[config.mk]
export PLATFORM = sky130hd
export DESIGN_NAME = gmf_front
export DESIGN_NICKNAME = d
export VERILOG_FILES = /design/src/design/gmf_pkg.sv /design/src/design/gmf_front.sv
export VERILOG_INCLUDE_DIRS = /design/src /design/src/design
export SDC_FILE = /design/constraint.sdc
export NUM_CORES = 1
export LEC_CHECK = 0
export ABC_CLOCK_PERIOD_IN_PS = 10900
export BUFFER_PORTS_ARGS = -buffer_cell sky130_fd_sc_hd__buf_2
export CORE_MARGIN = 5
export CORE_UTILIZATION = 45
export CTS_BUF_LIST = sky130_fd_sc_hd__clkbuf_2 sky130_fd_sc_hd__clkbuf_4 sky130_fd_sc_hd__clkbuf_8
export DETAILED_ROUTE_END_ITERATION = 7
export GPL_TIMING_DRIVEN = 1
export PLACE_DENSITY = 0.7
export SKIP_CTS_REPAIR_TIMING = 1
export SLEW_MARGIN = 20
export SYNTH_ARGS = -nofsm -noshare
export SYNTH_HDL_FRONTEND = slang
export SYNTH_SLANG_ARGS = --single-unit
[constraint.sdc]
create_clock -name clk -period 10.9 [get_ports clk]
set_input_delay 0.545 -clock clk [delete_from_list [all_inputs] [get_ports clk]]
set_output_delay 0.545 -clock clk [all_outputs]
set_load 0.02 [all_outputs]
[src/design/assert_macros.svh]
// assertion helpers, compiled out for synthesis
`ifndef ASSERT_MACROS_SVH
`define ASSERT_MACROS_SVH

`ifndef SYNTHESIS

`define GMF_ASSERT(lbl, ck, rs, prop, msg) \
  lbl: assert property (@(posedge ck) disable iff (rs) prop) else $error(msg);

`define GMF_ASSERT_NEVER(lbl, ck, rs, expr, msg) \
  lbl: assert property (@(posedge ck) disable iff (rs) !(expr)) else $error(msg);

`else

`define GMF_ASSERT(lbl, ck, rs, prop, msg)

`define GMF_ASSERT_NEVER(lbl, ck, rs, expr, msg)

`endif

`endif

[src/design/gmf_pkg.sv]
package gmf_pkg;

  localparam int PIX_W        = 8;
  localparam logic [PIX_W-1:0] PIX_MAX = 8'hFF;
  localparam int COORD_W      = 11;
  localparam int RAD_W        = 2;
  localparam int RAD_EFF_W    = 3;
  localparam int CFG_DIM_W    = 12;
  localparam int CFG_DATA_W   = 12;
  localparam int REG_IDX_W    = 3;
  localparam int SLOT_FIELD_W = 4;
  localparam int ADDR_FIELD_W = 13;
  localparam int IN_TDATA_W   = 8;
  localparam int OUT_TDATA_W  = 32;
  localparam int OUT_PAD_W    = OUT_TDATA_W - PIX_W - 2 * COORD_W;
  localparam int QUEUE_DEPTH  = 4;
  localparam int QPTR_W       = $clog2(QUEUE_DEPTH);
  localparam int CNT_W        = QPTR_W + 1;

  // register indexes
  localparam logic [REG_IDX_W-1:0] REG_OPERATION    = 3'd0;
  localparam logic [REG_IDX_W-1:0] REG_WINDOW_SHAPE = 3'd1;
  localparam logic [REG_IDX_W-1:0] REG_RADIUS       = 3'd2;
  localparam logic [REG_IDX_W-1:0] REG_FRAME_WIDTH  = 3'd3;
  localparam logic [REG_IDX_W-1:0] REG_FRAME_HEIGHT = 3'd4;

  localparam logic OP_ERODE     = 1'b0;
  localparam logic OP_DILATE    = 1'b1;
  localparam logic SHAPE_CROSS  = 1'b0;
  localparam logic SHAPE_SQUARE = 1'b1;

  typedef struct packed {
    logic                 operation;
    logic                 window_shape;
    logic [RAD_W-1:0]     radius;
    logic [CFG_DIM_W-1:0] frame_width;
    logic [CFG_DIM_W-1:0] frame_height;
  } cfg_t;

  localparam cfg_t CFG_RESET = '{
    operation:    OP_ERODE,
    window_shape: SHAPE_SQUARE,
    radius:       2'd1,
    frame_width:  12'd640,
    frame_height: 12'd480
  };

  // one classified pixel on its way from the front to the back
  typedef struct packed {
    logic [PIX_W-1:0]        pixel;
    logic [SLOT_FIELD_W-1:0] slot;
    logic [ADDR_FIELD_W-1:0] col;
    logic                    emit;
    logic [COORD_W-1:0]      centre_row;
    logic [COORD_W-1:0]      centre_col;
    logic                    last;
  } item_t;

  function automatic logic [RAD_EFF_W-1:0] radius_eff(logic [RAD_W-1:0] r,
                                                      logic [RAD_EFF_W-1:0] max_r);
    logic [RAD_EFF_W-1:0] rx;
    rx = RAD_EFF_W'(r);
    return (rx > max_r) ? max_r : rx;
  endfunction

  function automatic logic [PIX_W-1:0] fold_pix(logic [PIX_W-1:0] acc,
                                                logic [PIX_W-1:0] p, logic dil);
    if (dil == OP_DILATE) return (p > acc) ? p : acc;
    return (p < acc) ? p : acc;
  endfunction

endpackage

[src/design/gmf_front.sv]
`include "assert_macros.svh"

module gmf_front import gmf_pkg::*; #(
  parameter int MAX_WIDTH  = 2048,
  parameter int MAX_HEIGHT = 2048,
  parameter int MAX_RADIUS = 3
) (
  input  logic             clk,
  input  logic             rst,
  input  cfg_t             cfg,
  input  logic             in_valid,
  input  logic             in_ready,
  input  logic [PIX_W-1:0] pixel,
  output item_t            item
);

  localparam int CW    = $clog2(MAX_WIDTH);
  localparam int RW    = $clog2(MAX_HEIGHT);
  localparam int SLOTS = 2 * MAX_RADIUS + 1;
  localparam int SW    = $clog2(SLOTS);
  localparam int EW    = (CFG_DIM_W > CW + 1) ? CFG_DIM_W : CW + 1;
  localparam int EH    = (CFG_DIM_W > RW + 1) ? CFG_DIM_W : RW + 1;

  logic [CW-1:0]        col;
  logic [RW-1:0]        row;
  logic [SW-1:0]        slot;
  logic                 accept;
  logic [RAD_EFF_W-1:0] m;
  logic [EW-1:0]        fw, w, cx, two_mw;
  logic [EH-1:0]        fh, h, rx, two_mh;
  logic                 at_row_end, at_frame_end;
  logic [RW-1:0]        crow;
  logic [CW-1:0]        ccol;

  assign accept = in_valid && in_ready;

  // effective frame size: zero reads as one, oversize saturates
  assign m  = radius_eff(cfg.radius, RAD_EFF_W'(MAX_RADIUS));
  assign fw = EW'(cfg.frame_width);
  assign fh = EH'(cfg.frame_height);
  assign w  = (fw == '0) ? EW'(1) : ((fw > EW'(MAX_WIDTH)) ? EW'(MAX_WIDTH) : fw);
  assign h  = (fh == '0) ? EH'(1) : ((fh > EH'(MAX_HEIGHT)) ? EH'(MAX_HEIGHT) : fh);
  assign cx = EW'(col);
  assign rx = EH'(row);
  assign two_mw = EW'(m) << 1;
  assign two_mh = EH'(m) << 1;

  assign at_row_end   = cx >= w - 1'b1;
  assign at_frame_end = rx >= h - 1'b1;
  assign crow = row - RW'(m);
  assign ccol = col - CW'(m);

  assign item.pixel      = pixel;
  assign item.slot       = SLOT_FIELD_W'(slot);
  assign item.col        = ADDR_FIELD_W'(col);
  assign item.emit       = (rx < h) && (cx < w) && (rx >= two_mh) && (cx >= two_mw);
  assign item.centre_row = COORD_W'(crow);
  assign item.centre_col = COORD_W'(ccol);
  assign item.last       = (rx == h - 1'b1) && (cx == w - 1'b1);

  always_ff @(posedge clk) begin
    if (rst) begin
      col  <= '0;
      row  <= '0;
      slot <= '0;
    end else if (accept) begin
      if (at_row_end) begin
        col <= '0;
        if (at_frame_end) begin
          row  <= '0;
          slot <= '0;
        end else begin
          row  <= row + 1'b1;
          slot <= (slot == SW'(SLOTS - 1)) ? '0 : slot + 1'b1;
        end
      end else begin
        col <= col + 1'b1;
      end
    end
  end

  `GMF_ASSERT(a_slot_range, clk, rst, slot <= SW'(SLOTS - 1), "line slot out of range")
  `GMF_ASSERT(a_slot_row0, clk, rst, (row == '0) |-> (slot == '0), "slot not aligned to row")

endmodule

==> Yosys cells after proc, flatten, opt, wreduce, memory -nomap -nowiden <==
Cells that the tools add are included.
W data, S select, Z words.
{ "classes": {"n_eq_ne": 3, "reduce_logical": 8, "mux": 8, "addsub": 7, "order_cmp": 8} }
{ "op_table": {"columns": ["op", "n"], "rows": [
  ["$mux W12", 4],
  ["$eq A11 B12 Y1", 2],
  ["$ge A11 B12 Y1", 2],
  ["$gt A12 B12 Y1 const B", 2],
  ["$logic_not A12 Y1", 2],
  ["$lt A11 B12 Y1", 2],
  ["$sub A12 B1 Y12 const B", 2],
  ["$add A11 B1 Y11 const B", 2],
  ["$ge A11 B3 Y1", 2],
  ["$mux W11", 2],
  ["$sub A11 B2 Y11", 2],
  ["$mux W3", 2],
  ["$logic_and A1 B1 Y1", 5],
  ["$add A3 B1 Y3 const B", 1],
  ["$eq A3 B3 Y1 const B", 1],
  ["$reduce_and A2 Y1", 1]
]} }
{ "word_totals": {"word_cells": 37, "output_inout_bits": 49, "inputBits": 40, "register_bits": 25} }

==> Logic depth before layout (Yosys ltp) <==
{ "logic_depth": {"depth_word": 7, "mapped_depth": 20, "ltp_nobuf": 18} }

==> Worst setup path before layout <==
No wires, ideal clock.
{ "synth_timing": {"path_kind": "input-to-reg", "start": "input cfg[3] (netlist name)", "end": "register row[10]", "arrival_ns": 3.806, "t_required_ns": 10.839, "n_path_buf": 1, "setup_slack_ns": 7.034, "setup_time_ns": 0.061, "stages": 17, "path_cell_list": "or4_2 nor2_1 a31oi_1 nor2_1 inv_1 ha_1 o21ai_0 nor2_1 o211ai_1 ha_1 a211oi_1 nand2_1 o22ai_1 nand2_1 nor3_1 buf_2 a32o_1"} }
{ "synth_between": {"elab_chain_cells": 6, "elab_cells_between_ends": 7, "classes_between": "1 x add/sub; 2 x order compare; 3 x mux; 1 x reduce/logical"} }
{ "synth_rtl": {"columns": ["element", "line_no", "rtl"], "rows": [
  ["start, declared", "gmf_front.sv:10", "input cfg_t cfg,"],
  ["$gt A12 B12 Y1", "gmf_front.sv:42", "assign h = (fh == '0) ? EH'(1) : ((fh > EH'(MAX_HEIGHT)) ? EH'(MAX_HEIGHT) : fh);"],
  ["$mux W12", "gmf_front.sv:42", null],
  ["$mux W12 *", "gmf_front.sv:42", null],
  ["$sub A12 B1 Y12 *", "gmf_front.sv:49", "assign at_frame_end = rx >= h - 1'b1;"],
  ["$ge A11 B12 Y1 *", "gmf_front.sv:49", null],
  ["$mux W11 *", "gmf_front.sv:69", "if (at_frame_end) begin"],
  ["end signal, assigned", "gmf_front.sv:73", "row <= row + 1'b1;"],
  ["end, declared", "gmf_front.sv:25", "logic [RW-1:0] row;"]
]} }
Mark *: on every way between the ends. The rest lies on a longest branch, timed or not.
A chain may end at the register's enable or synchronous reset.

==> Worst setup path after layout <==
{ "layout_timing": {"start": "input cfg[3] (netlist name)", "end": "register row[6]"} }
Same word-level chain as after synthesis.

==> impl_metrics.toml <==
[drt]
num_vias = 3343
avgRoutedWirePerCell_um = 15.4
dr.first_iter.drc_count = 211
totalWireLength_um = 9040
drc_errors = 0
viasPerCell = 5.70
postRouteAntennaNets = 0
first_pass_iters = 4

[global_route]
grt_max_degree = 22
grtUsageMet3 = 0.0259
grt.busiest_layer = "met2"
met1_usage = 0.244
gr-usage-all-layers = 0.189
use_met2 = 0.331
grt_pass1_vias = 3239
antenna_found_initial = 0
grt_overflow = 0
grt_pass1_wl_um = 15500

[placed_design]
gp_congestion = 0.851
dp_worst_setup_slack_ns = 6.14
dp_hpwl_um = 7140
portBuffers = 67
postPlaceCellArea_sq_mm = 0.00373

[synth]
synthMuxAreaShare = 0.00662
synthFlopType = "dfxtp_1"
ys_types = 52
yosys.area.top_type = "ha_1"
synth_simple_gate_area_frac = 0.279
synth_top_area_share = 0.206
synth_cells = 442
synth_warnings = 0
synthAdderAreaFrac = 0.218
seq_area_frac_synth = 0.147
synthArstFlopShare = 0
synth-xor-area-share = 0.0823
synth-edff-count = 0
synth_top_family_by_area = "simple AND/OR/NAND/NOR gates"
synth_common_cells = "56 x ha_1, 45 x nor2_1, 28 x nand2_1"
synth_area_leaders = "ha_1 21%, dfxtp_1 15%, nor2_1 5.0%"
synth-compound-area-share = 0.200
avgSynthCellArea_sq_um = 7.70
netlist_area_sq_mm = 0.00340
ys_ff_latch = 25
yosysMostFrequentCell = "ha_1"

[sta]
setup_slack_ns = 6.38
clock-skew-final_ns = 0.0156
rsz0062_at_grt = "false"
maxSlewHeadroom = 0.350
finalCritPeriodShare = 0.415
period_minus_slack_ns = 4.52
finalHoldViolCount = 0
drv_slew = 0
setup_violations = 0
worst_slew_pin_slew_ns = 0.975
fin_setup_tns_ns = 0
fmax_mhz = 221

[setup_path]
crit_arrival_ns = 4.76
path_cells = "buf_2, or4_2, nor2_1, a31oi_1, nor2_1, inv_1, ha_1, o21ai_0, nor2_1, o211ai_1, ha_1, a211oi_1, nand2_1, o22ai_1, nand2_1, nor3_1, buf_4, a32o_1"
cp_max_fo = 12
critPathMostFrequentCell = "nor2_1"
required_ns = 11.13
cp_slowest_stage_delay_ns = 0.65
crit_path_start_kind = "input pin"
critical_path_class = "in2reg"
critical-path-top-delay-family = "simple AND/OR/NAND/NOR gates"
path_buf_inv = 3
cp_slowest_cell = "or4_2"
cp-end-kind = "register"

[clock_tree]
htree_num_levels = 1
cts_tree = "built"
cts_buffers = 3
cts_root_buf = "clkbuf_8"
clk_latency_ns = 0.28
clock_path_buffers = 2
clock_sinks = 25
clkSlewWorstSetupHoldPaths_ns = 0.11

[power]
p_total_mw = 0.235
ir_worst_vdd_uv = 46.1
leakage_nw = 1.73
power_per_cell_area_mw_per_mm2 = 62.1

[layout]
diodes = 0
finalInstanceArea_sq_mm = 0.00378
fin_util = 0.518
fillCellCount = 754
synthToLayoutAreaGrowth_pct = 11.0
final_nets = 587
drive_above_1_share = 0.168

[floorplanning]
die_w_um = 97.0
ios = 89
die_h_um = 97.0
die-area_sq_mm = 0.00941
row_count = 31
start_util = 0.467
core_sq_mm = 0.00729

[run]
max_cap_violations = 0

[hold_path]
hold_path.class = "reg2reg"

[status]
outcome = "finished, final reports clean"
[layout by cell type (no fill, tap or decap), types with 3 or more instances in the layout]
master and n:
nand2_1 28, xnor2_1 13, conb_1 3, a21oi_1 18, buf_2 67, nor2b_1 4
nand3_1 8, o211ai_1 3, nand2b_1 22, o21a_1 7, a31oi_1 4, clkbuf_8 3
o21ai_0 24, nor3b_1 11, nor3_1 16, ha_1 56, nor2_1 45, inv_1 21
and3_1 11, a2111oi_0 3, nor4_1 6, nand4_1 4, or3_1 6, o22ai_1 3
a32o_1 11, a211oi_1 8, dfxtp_1 25, and2_1 3, xor2_1 19, o31ai_1 4
nand4b_1 3
[per-layer routing]
metal | vias to the layer above | routed length [um]
met5 | - | 0
met4 | 0 | 146
met3 | 13 | 448
met2 | 92 | 4380
met1 | 1550 | 4070
li1 | 1688 | -
[cell type report]
| type | instances | area, sq um | share of cell area |
|---|---|---|---|
| multi-input cells | 370 | 2680 | 0.710 |
| flip-flops and latches | 25 | 500 | 0.132 |
| repair buffers | 68 | 343 | 0.0907 |
| well taps | 99 | 124 | 0.0328 |
| inverters | 21 | 78.8 | 0.0209 |
| clock buffers | 3 | 41.3 | 0.0109 |
| clock inverters | 1 | 8.76 | 0.00232 |
[tightest hold or removal path, delay by kind of cell, from the launching register on]
family          cells  cell delay (ns)
compound gates      1             0.05
flops               1             0.38
simple gates        1             0.08
[worst paths after layout]
path                             start  depth (start not counted)  slack, ns  endpoint
worst max-delay path            cfg[3]                         18       6.38    row[6]
worst min-delay path            col[0]                          2       0.55    col[0]
worst max register to register  col[0]                          8       8.15    row[6]
worst min register to register  col[0]                          2       0.55    col[0]
[metrics by stage]
stage,cells,hold WS [ns]
floorplan,444,0.489
global placement,583,0.509
detailed placement,583,0.519
CTS,587,0.548
global route,587,0.590
finish,587,0.553
[sequential cells by signal, summed over array words and instances, names as in the netlist]
| register | cells |
|---|---|
| col | 11 |
| row | 11 |
| slot | 3 |
[power by group]
group | switching [mW] | leakage (nW) | total (mW) | internal (mW)
logic | 0.0501 | 1.50 | 0.0817 | 0.0315
registers | 0.000883 | 0.201 | 0.0926 | 0.0917
clock network | 0.0336 | 0.0261 | 0.0605 | 0.0269
[logic make-up after synthesis]
logic type,Yosys count
DFF,25
buffers and inverters,49
xor gates and xnor gates,32
other,1
adders and majority gates,58
and+or+nand+nor,178
muxes,2
AOI/OAI and AO/OA,97
(Power assumes the default switching activity.)
