--- config.mk ---
export PLATFORM = sky130hd
export DESIGN_NAME = gmf_queue
export DESIGN_NICKNAME = d
export VERILOG_FILES = /design/src/design/gmf_pkg.sv /design/src/design/gmf_queue.sv
export VERILOG_INCLUDE_DIRS = /design/src /design/src/design
export SDC_FILE = /design/constraint.sdc
export NUM_CORES = 1
export LEC_CHECK = 0
export BUFFER_PORTS_ARGS = -buffer_cell sky130_fd_sc_hd__buf_2
export CAP_MARGIN = 15
export CORE_MARGIN = 4
export CORE_UTILIZATION = 61
export DETAILED_ROUTE_END_ITERATION = 8
export GPL_TIMING_DRIVEN = 0
export PLACE_DENSITY = 0.84
export SLEW_MARGIN = 40
export SYNTH_ARGS = -nofsm -noshare
export SYNTH_HDL_FRONTEND = slang
export SYNTH_SLANG_ARGS = --single-unit
--- constraint.sdc ---
create_clock -name clk -period 5.2 [get_ports clk]
set_input_delay 0.52 -clock clk [delete_from_list [all_inputs] [get_ports clk]]
set_output_delay 0.52 -clock clk [all_outputs]
set_load 0.005 [all_outputs]
--- src/design/assert_macros.svh ---
// assertion helpers, compiled out for synthesis
`ifndef ASSERT_MACROS_SVH
`define ASSERT_MACROS_SVH

`ifndef SYNTHESIS

`define GMF_ASSERT(lbl, ck, rs, prop, msg) \
  lbl: assert property (@(posedge ck) disable iff (rs) prop) else $error(msg);

`define GMF_ASSERT_NEVER(lbl, ck, rs, expr, msg) \
  lbl: assert property (@(posedge ck) disable iff (rs) !(expr)) else $error(msg);

`else

`define GMF_ASSERT(lbl, ck, rs, prop, msg)

`define GMF_ASSERT_NEVER(lbl, ck, rs, expr, msg)

`endif

`endif

--- src/design/gmf_pkg.sv ---
package gmf_pkg;

  localparam int PIX_W        = 8;
  localparam logic [PIX_W-1:0] PIX_MAX = 8'hFF;
  localparam int COORD_W      = 11;
  localparam int RAD_W        = 2;
  localparam int RAD_EFF_W    = 3;
  localparam int CFG_DIM_W    = 12;
  localparam int CFG_DATA_W   = 12;
  localparam int REG_IDX_W    = 3;
  localparam int SLOT_FIELD_W = 4;
  localparam int ADDR_FIELD_W = 13;
  localparam int IN_TDATA_W   = 8;
  localparam int OUT_TDATA_W  = 32;
  localparam int OUT_PAD_W    = OUT_TDATA_W - PIX_W - 2 * COORD_W;
  localparam int QUEUE_DEPTH  = 4;
  localparam int QPTR_W       = $clog2(QUEUE_DEPTH);
  localparam int CNT_W        = QPTR_W + 1;

  // register indexes
  localparam logic [REG_IDX_W-1:0] REG_OPERATION    = 3'd0;
  localparam logic [REG_IDX_W-1:0] REG_WINDOW_SHAPE = 3'd1;
  localparam logic [REG_IDX_W-1:0] REG_RADIUS       = 3'd2;
  localparam logic [REG_IDX_W-1:0] REG_FRAME_WIDTH  = 3'd3;
  localparam logic [REG_IDX_W-1:0] REG_FRAME_HEIGHT = 3'd4;

  localparam logic OP_ERODE     = 1'b0;
  localparam logic OP_DILATE    = 1'b1;
  localparam logic SHAPE_CROSS  = 1'b0;
  localparam logic SHAPE_SQUARE = 1'b1;

  typedef struct packed {
    logic                 operation;
    logic                 window_shape;
    logic [RAD_W-1:0]     radius;
    logic [CFG_DIM_W-1:0] frame_width;
    logic [CFG_DIM_W-1:0] frame_height;
  } cfg_t;

  localparam cfg_t CFG_RESET = '{
    operation:    OP_ERODE,
    window_shape: SHAPE_SQUARE,
    radius:       2'd1,
    frame_width:  12'd640,
    frame_height: 12'd480
  };

  // one classified pixel on its way from the front to the back
  typedef struct packed {
    logic [PIX_W-1:0]        pixel;
    logic [SLOT_FIELD_W-1:0] slot;
    logic [ADDR_FIELD_W-1:0] col;
    logic                    emit;
    logic [COORD_W-1:0]      centre_row;
    logic [COORD_W-1:0]      centre_col;
    logic                    last;
  } item_t;

  function automatic logic [RAD_EFF_W-1:0] radius_eff(logic [RAD_W-1:0] r,
                                                      logic [RAD_EFF_W-1:0] max_r);
    logic [RAD_EFF_W-1:0] rx;
    rx = RAD_EFF_W'(r);
    return (rx > max_r) ? max_r : rx;
  endfunction

  function automatic logic [PIX_W-1:0] fold_pix(logic [PIX_W-1:0] acc,
                                                logic [PIX_W-1:0] p, logic dil);
    if (dil == OP_DILATE) return (p > acc) ? p : acc;
    return (p < acc) ? p : acc;
  endfunction

endpackage

--- src/design/gmf_queue.sv ---
`include "assert_macros.svh"

module gmf_queue import gmf_pkg::*; (
  input  logic  clk,
  input  logic  rst,
  input  logic  push,
  input  item_t push_item,
  output logic  in_ready,
  output logic  out_valid,
  input  logic  pop_ready,
  output item_t out_item
);

  item_t             entries [QUEUE_DEPTH];
  logic [QPTR_W-1:0] wr_ptr, rd_ptr;
  logic [CNT_W-1:0]  count;
  logic              pop;

  assign in_ready  = count != CNT_W'(QUEUE_DEPTH);
  assign out_valid = count != '0;
  assign pop       = out_valid && pop_ready;
  assign out_item  = entries[rd_ptr];

  always_ff @(posedge clk) begin
    if (rst) begin
      wr_ptr <= '0;
      rd_ptr <= '0;
      count  <= '0;
    end else begin
      if (push) wr_ptr <= wr_ptr + 1'b1;
      if (pop) rd_ptr <= rd_ptr + 1'b1;
      if (push && !pop) begin
        count <= count + 1'b1;
      end else if (pop && !push) begin
        count <= count - 1'b1;
      end
    end
  end

  always_ff @(posedge clk) begin
    if (push) entries[wr_ptr] <= push_item;
  end

  `GMF_ASSERT_NEVER(a_no_overrun, clk, rst, push && (count == CNT_W'(QUEUE_DEPTH)), "push into full queue")
  `GMF_ASSERT(a_count_bound, clk, rst, count <= CNT_W'(QUEUE_DEPTH), "queue count overflow")

endmodule

Word level (Yosys, flattened, before mapping)
Memory sizes are Yosys's and may differ from the RTL's. A register that Yosys moved wholly into a read port is not among the register bits.
Index checks and enable logic that the tools add are counted.
{"block": "word_totals", "rom_bits": 0, "mem_bits_rw": 196, "latchBits": 0, "memories": 1, "in_bits": 53, "elab_cells": 22, "ff_bits": 7, "output_inout_bits": 51}
{"memory": "entries", "words": 4, "width": 49, "rd": 1, "rd_ports_with_merged_regs": 1, "wr": 1, "line_no": "gmf_queue.sv:14", "source": "item_t entries [QUEUE_DEPTH];"}
{"block": "op_classes", "n_eq_ne": 1, "n_mul": 0, "mux": 6, "n_reduce_logical": 7, "div_mod_pow": 0, "addsub": 4, "order_cmp": 0, "bitwise": 0, "shifts": 0}
{"op": "$mux W3", "n": 2}
{"op": "$add A2 B1 Y2 const B", "n": 2}
{"op": "$mux W2", "n": 2}
{"op": "$add A3 B1 Y3 const B", "n": 1}
{"op": "$logic_and A1 B1 Y1", "n": 3}
{"op": "$ne A3 B3 Y1 const B", "n": 1}
{"op": "$reduce_bool A3 Y1", "n": 1}
{"op": "$sub A3 B1 Y3 const B", "n": 1}
{"op": "$logic_not A1 Y1", "n": 2}
{"op": "$mux W1", "n": 2}
{"op": "$reduce_bool A2 Y1", "n": 1}

Depth between registers and ports, before layout
Gate-level depths: netlist of run 1.
{"block": "depth", "ltp_word": 5, "mapped_depth": 7, "depth_no_buf": 7}

Least setup slack after synthesis of run 1
No wires, ideal clock.
{"block": "synth_path", "path_kind": "reg-to-reg", "startpoint": "reg wr_ptr[0]", "endpoint": "mem entries[2][0] (netlist bit) (enable)", "period_less_slack_ns": 2.124, "n_path_buf": 0, "stages_incl_launch_ff": 4, "setup_slack_ns": 3.076, "setup_ns": 0.411, "required_time_ns": 4.789, "arrival_time_ns": 1.712, "cell_sequence": "dfxtp_1 > inv_1 > ha_1 > and2_1"}
{"item": "from (decl)", "line_no": "gmf_queue.sv:15", "source": "logic [QPTR_W-1:0] wr_ptr, rd_ptr;"}
{"item": "from (signal assigned)", "line_no": "gmf_queue.sv:30", "source": "if (push) wr_ptr <= wr_ptr + 1'b1;"}
{"item": "to (decl)", "line_no": "gmf_queue.sv:14"}
No word-level cell before the write port.

==> key figures, run 1 <==
Logic synthesis
  • Yosys cell types: 24
  • Yosys reg bits: 205
  • Syn_area_per_cell: 25.0 sq um
  • Top cells by area, synth: edfxtp_1, mux4_2, dfxtp_1
  • Post-synthesis compound-gate area fraction: 0.00349
  • Post-Synth Simple-Gate Area: 0.00947
  • Mapped Area: 7530 sq um
  • Post-synthesis mux area share: 0.150
  • Area share of the largest cell type after synthesis: 0.782
  • Synth Area in XOR/XNOR: 0.00581
  • Main synth FF type: edfxtp_1
  • Leading area contributor after synthesis: edfxtp_1
  • Synth Warn #: 0
  • Largest family of logic cells by synthesized area: multiplexers
  • Async SR Flop Fraction: 0
  • Adder-cell share of the synthesized area: 0.0110
  • Post-synth EDFFs: 196
  • Sequential fraction of the synthesis area: 0.805
  • Mapped Nets: 360
  • Post-Syn Instances: 301

Clock tree
  • Bufs on Longest Clock Path: 3
  • Total CTS buffers: 20
  • Reg clk slew, reported paths: about 0.060 ns
  • Hold buffers post-CTS: 0
  • Insertion delay of the later-clocked pin in the worst-skew pair: between 0.4 and 0.5 ns
  • Clock tree sinks: 205
  • CTS-repair resized insts: 0
  • CTS root buf: clkbuf_16
  • Post-CTS Setup Inserts: 0
  • H-Tree Depth: 1
  • TritonCTS clock tree: built

Cells and area
  • Share of cells above drive strength 1: 0.431
  • Finished Cell Area: 8950 sq um
  • Final std cells w/o fill: between 600 and 700
  • Multi-input gate area: 1370 sq um
  • Layout Nets: 488
  • Fillers: 698
  • Layout area overhead: 18.8%
  • Seq. cell area: 6070 sq um

Setup path
  • Critical Path RT: 4.68 ns
  • FF-to-FF setup slack: 2.93 ns
  • Launch point of the worst reg-to-reg path: count[0]$_SDFFE_PP0P_
  • Setup CP Type: flop to output pin
  • Crit-path max FO: 10
  • Worst r2r dst: count[2]$_SDFFE_PP0P_
  • Critical Path AT: 1.99 ns
  • Type of origin of the critical path: flop
  • Endpoint type of the worst setup path: output pin
  • R2R depth: 7
  • CP endpoint: out_item[34]

Timing
  • Sum Neg Setup Slack: 0 ns
  • Fmax achieved: 398 MHz
  • RSZ-0062 raised after global routing: false
  • Final Hold Fails: 0
  • Setup violators final: 0
  • Worst Clk Skew: 0.00922 ns
  • Fin crit share: 0.484
  • Slew Limit Fails: 0
  • Worst Tran Pin Value: 0.619 ns
  • Worst relative slew slack: 0.587
  • Fin crit period: roughly 2.5 ns

Place
  • GPL Wtd Cong: 0.718
  • Placed cell areas: about 8300 sq um
  • Post-DP HPWL: 7880 microns
  • Placed cells: 575
  • Port bufs: 102

Route
  • Routed vias: 3,403
  • Drt first pass iters: 4
  • Wire per inst: 20.5 microns
  • Final WL: about 12,000 microns
  • Vias/cell: 5.58
  • DRC Markers: 0
  • Post-route ant nets: 0
  • Starting DRC count in detailed routing: 251

Floorplan
  • Area of the core: 12,100 sq um
  • Die X: 119 microns
  • I/O pin cnt: 104
  • Row count: 40
  • Die span in y: 119 microns
  • Die area: approximately 14,000 sq um
  • Initial core utilization: 0.624

Power and ir drop
  • VDD IR max: 0.341 mV
  • P per Cell Area: 460 nW/um^2
  • Leak Pwr: 3.06 nW

GRT
  • Antenna violations before repair: 1
  • Maximum number of pins on one net before global-route repair: 27
  • Vias in the first global route: 3,614
  • Grt total ovfl: 0
  • First-pass GRT wire length: 20,100 microns
  • Overall Global Routing Usage: 0.182

Worst hold path
  • Hold/Removal Path Class: input pin to flop

Run
  • # Max-Cap Violations: 0

Outcome
  • Status: complete, no violations
-- cell usage in the layout (no fill, tap or decap), types with 4 or more instances in the layout --
| master | netlist | routed |
|---|---|---|
| and2_4 | 0 | 4 |
| buf_12 | 2 | 6 |
| buf_2 | 2 | 104 |
| clkbuf_1 | 1 | 7 |
| clkbuf_16 | 0 | 21 |
| dfxtp_1 | 9 | 9 |
| edfxtp_1 | 196 | 196 |
| ha_1 | 5 | 5 |
| mux4_2 | 47 | 47 |
| nor2_1 | 8 | 8 |
| xor2_1 | 4 | 4 |
-- flip-flops by register name (all words and copies together) (netlist names), named ones only --
register,count
rd_ptr,2
wr_ptr,2
count,3
entries,196
-- how the worst min path moves through the flow --
| stage | cells past startpoint | start | slack (ns) | end |
|---|---|---|---|---|
| after floorplan | 2 | rd_ptr[1]$_SDFFE_PP0P_ | 0.48 | flop |
| after global placement | 2 | count[2]$_SDFFE_PP0P_ | 0.51 | count[2]$_SDFFE_PP0P_ |
| after detailed placement | 2 | rd_ptr[1]$_SDFFE_PP0P_ | 0.51 | flop |
| after CTS | 1 | push_item[21] | 0.24 | entries[3][21]$_DFFE_PP_ |
| after global routing | 1 | push_item[2] | 0.24 | entries[2][2]$_DFFE_PP_ |
| final | 1 | push_item[21] | 0.26 | entries[3][21]$_DFFE_PP_ |
-- logic make-up (layout without fill, tap and decap cells) --
logic type / after synthesis / in the layout
DFF: 205 / 205
muxes: 51 / 51
AOI/OAI and AO/OA: 4 / 4
other: 0 / 1
xor gates and xnor gates: 5 / 5
buffers and inverters: 15 / 155
and+or+nand+nor: 15 / 15
adders and majority gates: 6 / 6
-- critical path, stage by stage (launching register included) --
cell     delay [ns]
dfxtp_1        0.40
buf_2          0.30
buf_2          0.32
mux4_2         0.35
buf_2          0.14
-- power by group --
group / leakage (nW) / internal, W / switching [W]
Sequential: 1.87 / 0.00191 / 0.0000372
Clock: 0.296 / 0.000784 / 0.000535
Combinational: 0.885 / 0.000472 / 0.000377
-- cell type report --
type | instances | area share
sequential | 205 | 0.678
multi-input combinational | 81 | 0.153
timing repair buffer | 106 | 0.0660
clock buffer | 27 | 0.0612
tap | 168 | 0.0235
buffer | 12 | 0.0110
clock inverter | 7 | 0.00629
inverter | 3 | 0.00126
antenna | 1 | 0.000280
-- per-layer routing --
metal  global-route usage  part of all wire
met1                0.256              0.41
met2                0.300              0.51
met4               0.0391             0.012
met5                    0                 0
met3               0.0385             0.068
-- synthesized netlist by cell type (2+ instances only) --
master    count
mux4_1        2
dfxtp_1       9
nor2_1        8
or3_1         2
mux2i_1       2
buf_2         2
inv_1         3
buf_12        2
buf_1         3
ha_1          5
and2_1        4
mux4_2       47
buf_4         3
edfxtp_1    196
xor2_1        4
-- per-stage QoR --
stage	total power [W]	utilization	hold WS [ns]	setup slack, ns
floorplan	0.00253	-	0.485	3.08
global placement	0.00282	0.684	0.506	2.07
detailed placement	0.00284	0.692	0.513	2.91
CTS	0.00416	0.742	0.244	2.63
global route	0.00430	0.742	0.245	2.54
finish	0.00411	0.742	0.257	2.69
Note: power is estimated with default switching activity, not from simulation.
==> run 2: changes to the inputs <==
- CORE_UTILIZATION: 61 -> 51
- PLACE_DENSITY: 0.84 -> 0.75
- clock period: 5.2 -> 2.1 ns (I/O delays scaled with it)
==> key figures, run 2 (synthesis gave the netlist of run 1 again) <==
Timing
  • Fin crit period: 2.03 ns
  • Worst Tran Pin Value: 0.777 ns (+0.158 ns)
  • Fmax achieved: a little under 500 MHz
  • Worst relative slew slack: 0.482 (-0.105)
  • Worst Clk Skew: 0.00611 ns (-0.00311 ns)
  • Slew Limit Fails: 0 (unchanged)
  • RSZ-0062 raised after global routing: true
  • Setup violators final: 0 (unchanged)
  • Final Hold Fails: 0 (unchanged)
  • Fin crit share: 0.969

Cells and area
  • Most frequent cells in the layout: edfxtp_1, buf_2, dlygate4sd3_1
  • Layout area overhead: 26.5%
  • # diodes: 0 (-1)
  • Largest regs: entries: 196 flops, count: 3 flops
  • Commonest non-fill, non-tap cell in the layout: edfxtp_1
  • Layout Nets: 541 (+11%)
  • Register with the most flip-flops: entries
  • Share of cells above drive strength 1: 0.411 (-0.0195)
  • Finished Cell Area: 9530 sq um (+6.5%)
  • Max reg flops: 196 (unchanged)
  • Fillers: 946 (+36%)

Power and ir drop
  • Clock share of power: 0.322 (about the same)
  • VDD IR max: 0.666 mV (+95%)
  • Internal power: 0.00808 W (+160%)
  • Comb pwr share: 0.220 (+0.013)
  • Switch Pwr: 0.00250 W (+160%)
  • Switch share: 0.236 (+0.00523)
  • Leak Pwr: 3.30 nW (+8.0%)
  • Pwr Total: 0.0106 W (+160%)
  • P per Cell Area: 1110 nW/um^2 (+140%)
  • Reg power frac: 0.459 (-0.014)

Clock tree
  • Reg clk slew, reported paths: 0.06 ns (about the same)
  • CTS root buf: clkbuf_16
  • Clock tree sinks: 205 (unchanged)
  • Total CTS buffers: 21 (+5.0%)
  • Bufs on Longest Clock Path: 3 (unchanged)
  • H-Tree Depth: 1 (unchanged)
  • Insertion delay of the later-clocked pin in the worst-skew pair: 0.47 ns (about the same)
  • TritonCTS clock tree: built

Place
  • Port bufs: 102 (unchanged)
  • GPL Wtd Cong: 0.687 (-4.3%)
  • Placed cell areas: 8300 sq um (-0.48%)
  • Post-DP HPWL: 7770 microns (-1.4%)

Setup path
  • Setup CP Type: flop to flop
  • Type of origin of the critical path: flop
  • CP Cell Sequence: o31ai_4 > ha_2 > inv_1 > fa_1 > xor2_1 > or3_1 > a21oi_2
  • Critical Path RT: 2.51 ns (-2.17 ns)
  • Slowest stage delay, CP: 0.38 ns (-0.02 ns)
  • Cell at the slowest stage of the critical path: fa_1
  • Endpoint type of the worst setup path: flop
  • Crit-path max FO: 6 (-4)
  • Critical Path AT: 2.44 ns (+0.45 ns)

Route
  • DRC Markers: 0 (unchanged)
  • Final WL: 13,800 microns (+10%)
  • Drt first pass iters: 4 (unchanged)
  • Vias/cell: 5.36 (-3.8%)
  • Starting DRC count in detailed routing: 209 (-17%)
  • Routed vias: 3,648 (+7.2%)
  • Post-route ant nets: 0 (unchanged)
  • Wire per inst: 20.3 microns (-1.1%)

GRT
  • Grt total ovfl: 0 (unchanged)
  • Overall Global Routing Usage: 0.168 (-0.0144)
  • Vias in the first global route: 3,998 (+11%)
  • Maximum number of pins on one net before global-route repair: 50 (+85%)
  • Antenna violations before repair: 0 (-1)
  • First-pass GRT wire length: 21,500 microns (+7.4%)

Floorplan
  • Area of the core: 14,500 sq um (+20%)
  • Die area: 16,800 sq um (+18%)
  • Row count: 44 (+10%)
  • Die span in y: 130 microns (+8.7%)
  • Die X: 130 microns (+8.7%)
  • I/O pin cnt: 104 (unchanged)
  • Initial core utilization: 0.520 (-0.104)

Worst hold path
  • Hold/Removal Path Class: input pin to flop

Run
  • # Max-Cap Violations: 0 (unchanged)

Outcome
  • Status: complete, no violations
## run 2: layout make-up
cell class                 instances  area, sq um  share of cell area
buffer                            11          104              0.0109
clock buffer                      30          569              0.0597
clock inverter                     7         57.6             0.00604
inverter                           3         11.3             0.00118
multi-input combinational         81         1390               0.145
sequential                       205         6070               0.637
tap                              184          230              0.0242
timing repair buffer             159         1100               0.115
## run 2: final timing paths
check	slack (ns)	from	cells after the start	to
setup reg to reg	0.07	count[1]$_SDFFE_PP0P_	7	count[2]$_SDFFE_PP0P_
hold reg to reg	0.54	rd_ptr[1]$_SDFFE_PP0P_	2	rd_ptr[1]$_SDFFE_PP0P_
hold / removal	0.08	rst	2	wr_ptr[1]$_SDFFE_PP0P_
setup / recovery	0.07	count[1]$_SDFFE_PP0P_	7	count[2]$_SDFFE_PP0P_
## run 2: what timing repair did
action / 4_1_cts / 5_1_grt
hold buffers: 49 / 0
pin swaps: 1 / 1
endpoints found under the setup margin: 41 / 17
resized for setup: 12 / 5
setup buffers: 6 / 1
endpoints found under the hold margin: 196 / 0
gates cloned: 1 / 0
## run 2: per-stage QoR
stage               setup WS (ns)  hold slack (ns)  setup TNS [ns]   util  std cells
finish                     0.0657           0.0826               0  0.658        680
global route              -0.0146           0.0832         -0.0890  0.658        680
CTS                       0.00423           0.0432               0  0.658        680
detailed placement         -0.119            0.428          -0.119  0.573        588
global placement         -0.00208            0.420         -0.0293  0.572        587
floorplan                   0.117            0.309               0      -        301
## run 2: critical path: cells and delay by family, from the launching register on
kind	cells	cell delay, ns
XOR/XNOR	1	0.19
flip-flops	1	0.36
adder cells (fa/ha/maj)	2	0.61
AO/OA/AOI/OAI	2	0.42
buffers and inverters	1	0.05
AND/OR/NAND/NOR	1	0.34
## run 2: power by group through the flow
stage / Sequential [W] / Combinational, W / Clock [W]
finish: 0.00485 / 0.00233 / 0.00340
global route: 0.00487 / 0.00254 / 0.00368
CTS: 0.00485 / 0.00240 / 0.00350
detailed placement: 0.00490 / 0.00216 / 0
global placement: 0.00489 / 0.00211 / 0
floorplan: 0.00487 / 0.00140 / 0
## run 2: routing by layer
| layer | part of all wire | track usage | routed length [microns] | vias up |
|---|---|---|---|---|
| li1 | - | - | - | 1638 |
| met1 | 0.41 | 0.219 | 5580 | 1875 |
| met2 | 0.52 | 0.294 | 7230 | 112 |
| met3 | 0.051 | 0.0313 | 697 | 23 |
| met4 | 0.019 | 0.0434 | 262 | 0 |
| met5 | 0 | 0 | 0 | - |
==> run 3: changes to the inputs <==
- CORE_UTILIZATION: 51 -> 39
- PLACE_DENSITY: 0.75 -> default
- PLACE_DENSITY_LB_ADDON: default -> 0.1
- TNS_END_PERCENT: default -> 50
==> key figures, run 3 (synthesis gave the netlist of run 1 again) <==
Cells and area
  • Most frequent cells in the layout: edfxtp_1, buf_2, dlygate4sd3_1
  • Fin util: 0.516 (-0.142)
  • Layout area overhead: 29.1%
  • Layout Nets: 542 (+0.18%)
  • Finished Cell Area: 9720 sq um (+2.0%)
  • Share of cells above drive strength 1: 0.407 (-0.00403)
  • Largest regs: entries: 196 flops, count: 3 flops
  • # diodes: 0 (unchanged)
  • Max reg flops: 196 (unchanged)
  • Fillers: 1,540 (+63%)
  • Register with the most flip-flops: entries
  • Multi-input gate area: 1380 sq um (-0.72%)
  • Seq. cell area: 6070 sq um (about the same)
  • Commonest non-fill, non-tap cell in the layout: edfxtp_1

Clock tree
  • CTS root buf: clkbuf_16
  • Clock tree sinks: 205 (unchanged)
  • Reg clk slew, reported paths: 0.06 ns (about the same)
  • TritonCTS clock tree: built
  • Bufs on Longest Clock Path: 3 (unchanged)
  • Insertion delay of the later-clocked pin in the worst-skew pair: 0.48 ns (about the same)
  • H-Tree Depth: 1 (unchanged)
  • Total CTS buffers: 22 (+4.8%)

Route
  • Post-route ant nets: 0 (unchanged)
  • Vias/cell: 4.74 (-12%)
  • Wire per inst: 18.5 microns (-8.7%)
  • DRC Markers: 0 (unchanged)
  • Final WL: 14,000 microns (+1.5%)
  • Drt first pass iters: 4 (unchanged)
  • Routed vias: 3,580 (-1.9%)
  • Starting DRC count in detailed routing: 129 (-38%)

Setup path
  • Cell at the slowest stage of the critical path: mux4_2
  • Slowest stage delay, CP: 0.54 ns (+0.16 ns)
  • WP depth: 3 (-4)
  • Setup CP Type: flop to output pin
  • R2R depth: 7 (unchanged)
  • Crit-path max FO: 10 (+4)
  • Type of origin of the critical path: flop
  • Critical Path AT: 1.81 ns (-0.63 ns)
  • Endpoint type of the worst setup path: output pin
  • Crit-path leading delay family: multiplexers
  • CP Buf/Inv Count: 2 (+1)
  • Critical Path RT: 1.89 ns (-0.62 ns)
  • CP Cell Sequence: buf_4 > mux4_2 > buf_2

Power and ir drop
  • VDD IR max: 0.644 mV (-3.2%)
  • Leak Pwr: 3.33 nW (+0.95%)
  • P per Cell Area: 1100 nW/um^2 (-1.1%)

Timing
  • Slew Limit Fails: 0 (unchanged)
  • Fin crit share: 0.964 (-0.00450)
  • Final Hold Fails: 0 (unchanged)
  • Fmax achieved: 494 MHz (+0.47%)
  • Hold WS: 0.0609 ns (-0.0216 ns)
  • Setup violators final: 0 (unchanged)
  • Fin crit period: 2.02 ns (-0.00944 ns)
  • Worst Tran Pin Value: 0.516 ns (-0.261 ns)
  • Worst relative slew slack: 0.656 (+0.174)
  • RSZ-0062 raised after global routing: true
  • Worst Clk Skew: 0.00712 ns (+0.00102 ns)

Floorplan
  • I/O pin cnt: 104 (unchanged)
  • Die span in y: 147 microns (+13%)
  • Die area: 21,600 sq um (+29%)
  • Area of the core: 18,800 sq um (+30%)
  • Row count: 50 (+14%)
  • Die X: 147 microns (+13%)
  • Initial core utilization: 0.400 (-0.120)

GRT
  • Vias in the first global route: 3,963 (-0.88%)
  • Antenna violations before repair: 0 (unchanged)
  • First-pass GRT wire length: 22,100 microns (+2.5%)
  • Overall Global Routing Usage: 0.131 (-0.0361)
  • Maximum number of pins on one net before global-route repair: 32 (-36%)
  • Grt total ovfl: 0 (unchanged)

Worst hold path
  • Hold/Removal Path Class: input pin to flop
  • Hold depth: 2 (unchanged)

Place
  • Port bufs: 102 (unchanged)
  • Placed cell areas: 8490 sq um (+2.3%)
  • Post-DP HPWL: 8250 microns (+6.2%)
  • GPL Wtd Cong: 0.670 (-2.5%)

Run
  • # Max-Cap Violations: 0 (unchanged)

Outcome
  • Status: complete, no violations
## run 3: changes by cell type in the layout (fill, tap and decap cells not counted), sizes merged
| cell | change |
|---|---|
| clkinvlp | +1 |
| clkbuf | -5 |
| clkinv | +4 |
## run 3: path summary, 6_finish.rpt
kind                                 end  slack [ns]              startpoint
setup reg to reg   count[2]$_SDFFE_PP0P_        0.09   count[0]$_SDFFE_PP0P_
hold / removal    rd_ptr[0]$_SDFFE_PP0P_        0.06                     rst
hold reg to reg   rd_ptr[0]$_SDFFE_PP0P_        0.55  rd_ptr[0]$_SDFFE_PP0P_
setup / recovery            out_item[41]        0.08                    flop
## run 3: repair_timing
| item | CTS | global route |
|---|---|---|
| setup endpoints to repair | 41 | 43 |
| hold buffers | 49 | 0 |
| gates cloned | 1 | 0 |
| endpoints found under the hold margin | 196 | 0 |
| gates resized for setup | 9 | 9 |
| buffers inserted | 3 | 0 |
## run 3: per-layer routing
metal	share of wire	vias to the layer above	global-route usage	wire length (microns)
li1	-	1638	-	-
met1	0.44	1824	0.172	6180
met2	0.48	94	0.223	6780
met3	0.052	24	0.0278	730
met4	0.021	0	0.0387	290
met5	0	-	0	0
## run 3: metrics by stage
| stage | setup TNS (ns) | setup WS (ns) | cells | power (W) |
|---|---|---|---|---|
| 6_report | 0 | 0.0751 | 756 | 0.0107 |
| 3_3_place_gp | -112.31 | -1.10 | 663 | 0.00705 |
| 3_5_place_dp | -0.0143 | -0.0143 | 668 | 0.00709 |
| 2_1_floorplan | -0.458 | -0.00468 | 301 | 0.00627 |
| 5_1_grt | -0.391 | -0.0388 | 756 | 0.0112 |
| 4_1_cts | -0.00611 | -0.00509 | 757 | 0.0109 |
## run 3: worst reg2reg max path, delay by kind of cell (launching register included)
family	cells	cell delay (ns)
flip-flops	1	0.39
adder cells (fa/ha/maj)	2	0.60
AO/OA/AOI/OAI	2	0.41
buffers and inverters	1	0.06
XOR/XNOR	1	0.18
AND/OR/NAND/NOR	1	0.30
## run 3: final cells by class
class	count	share of cell area
sequential	205	0.624
buffer	10	0.00901
clock inverter	12	0.00798
multi-input combinational	81	0.141
clock buffer	25	0.0600
tap	260	0.0335
inverter	3	0.00116
timing repair buffer	160	0.123
## run 3: report_power, final
| part | switching (W) | total, W | internal, W |
|---|---|---|---|
| combinational | 0.000978 | 0.00231 | 0.00133 |
| clock | 0.00143 | 0.00352 | 0.00209 |
| sequential | 0.000108 | 0.00484 | 0.00473 |
| total | 0.00252 | 0.0107 | 0.00815 |
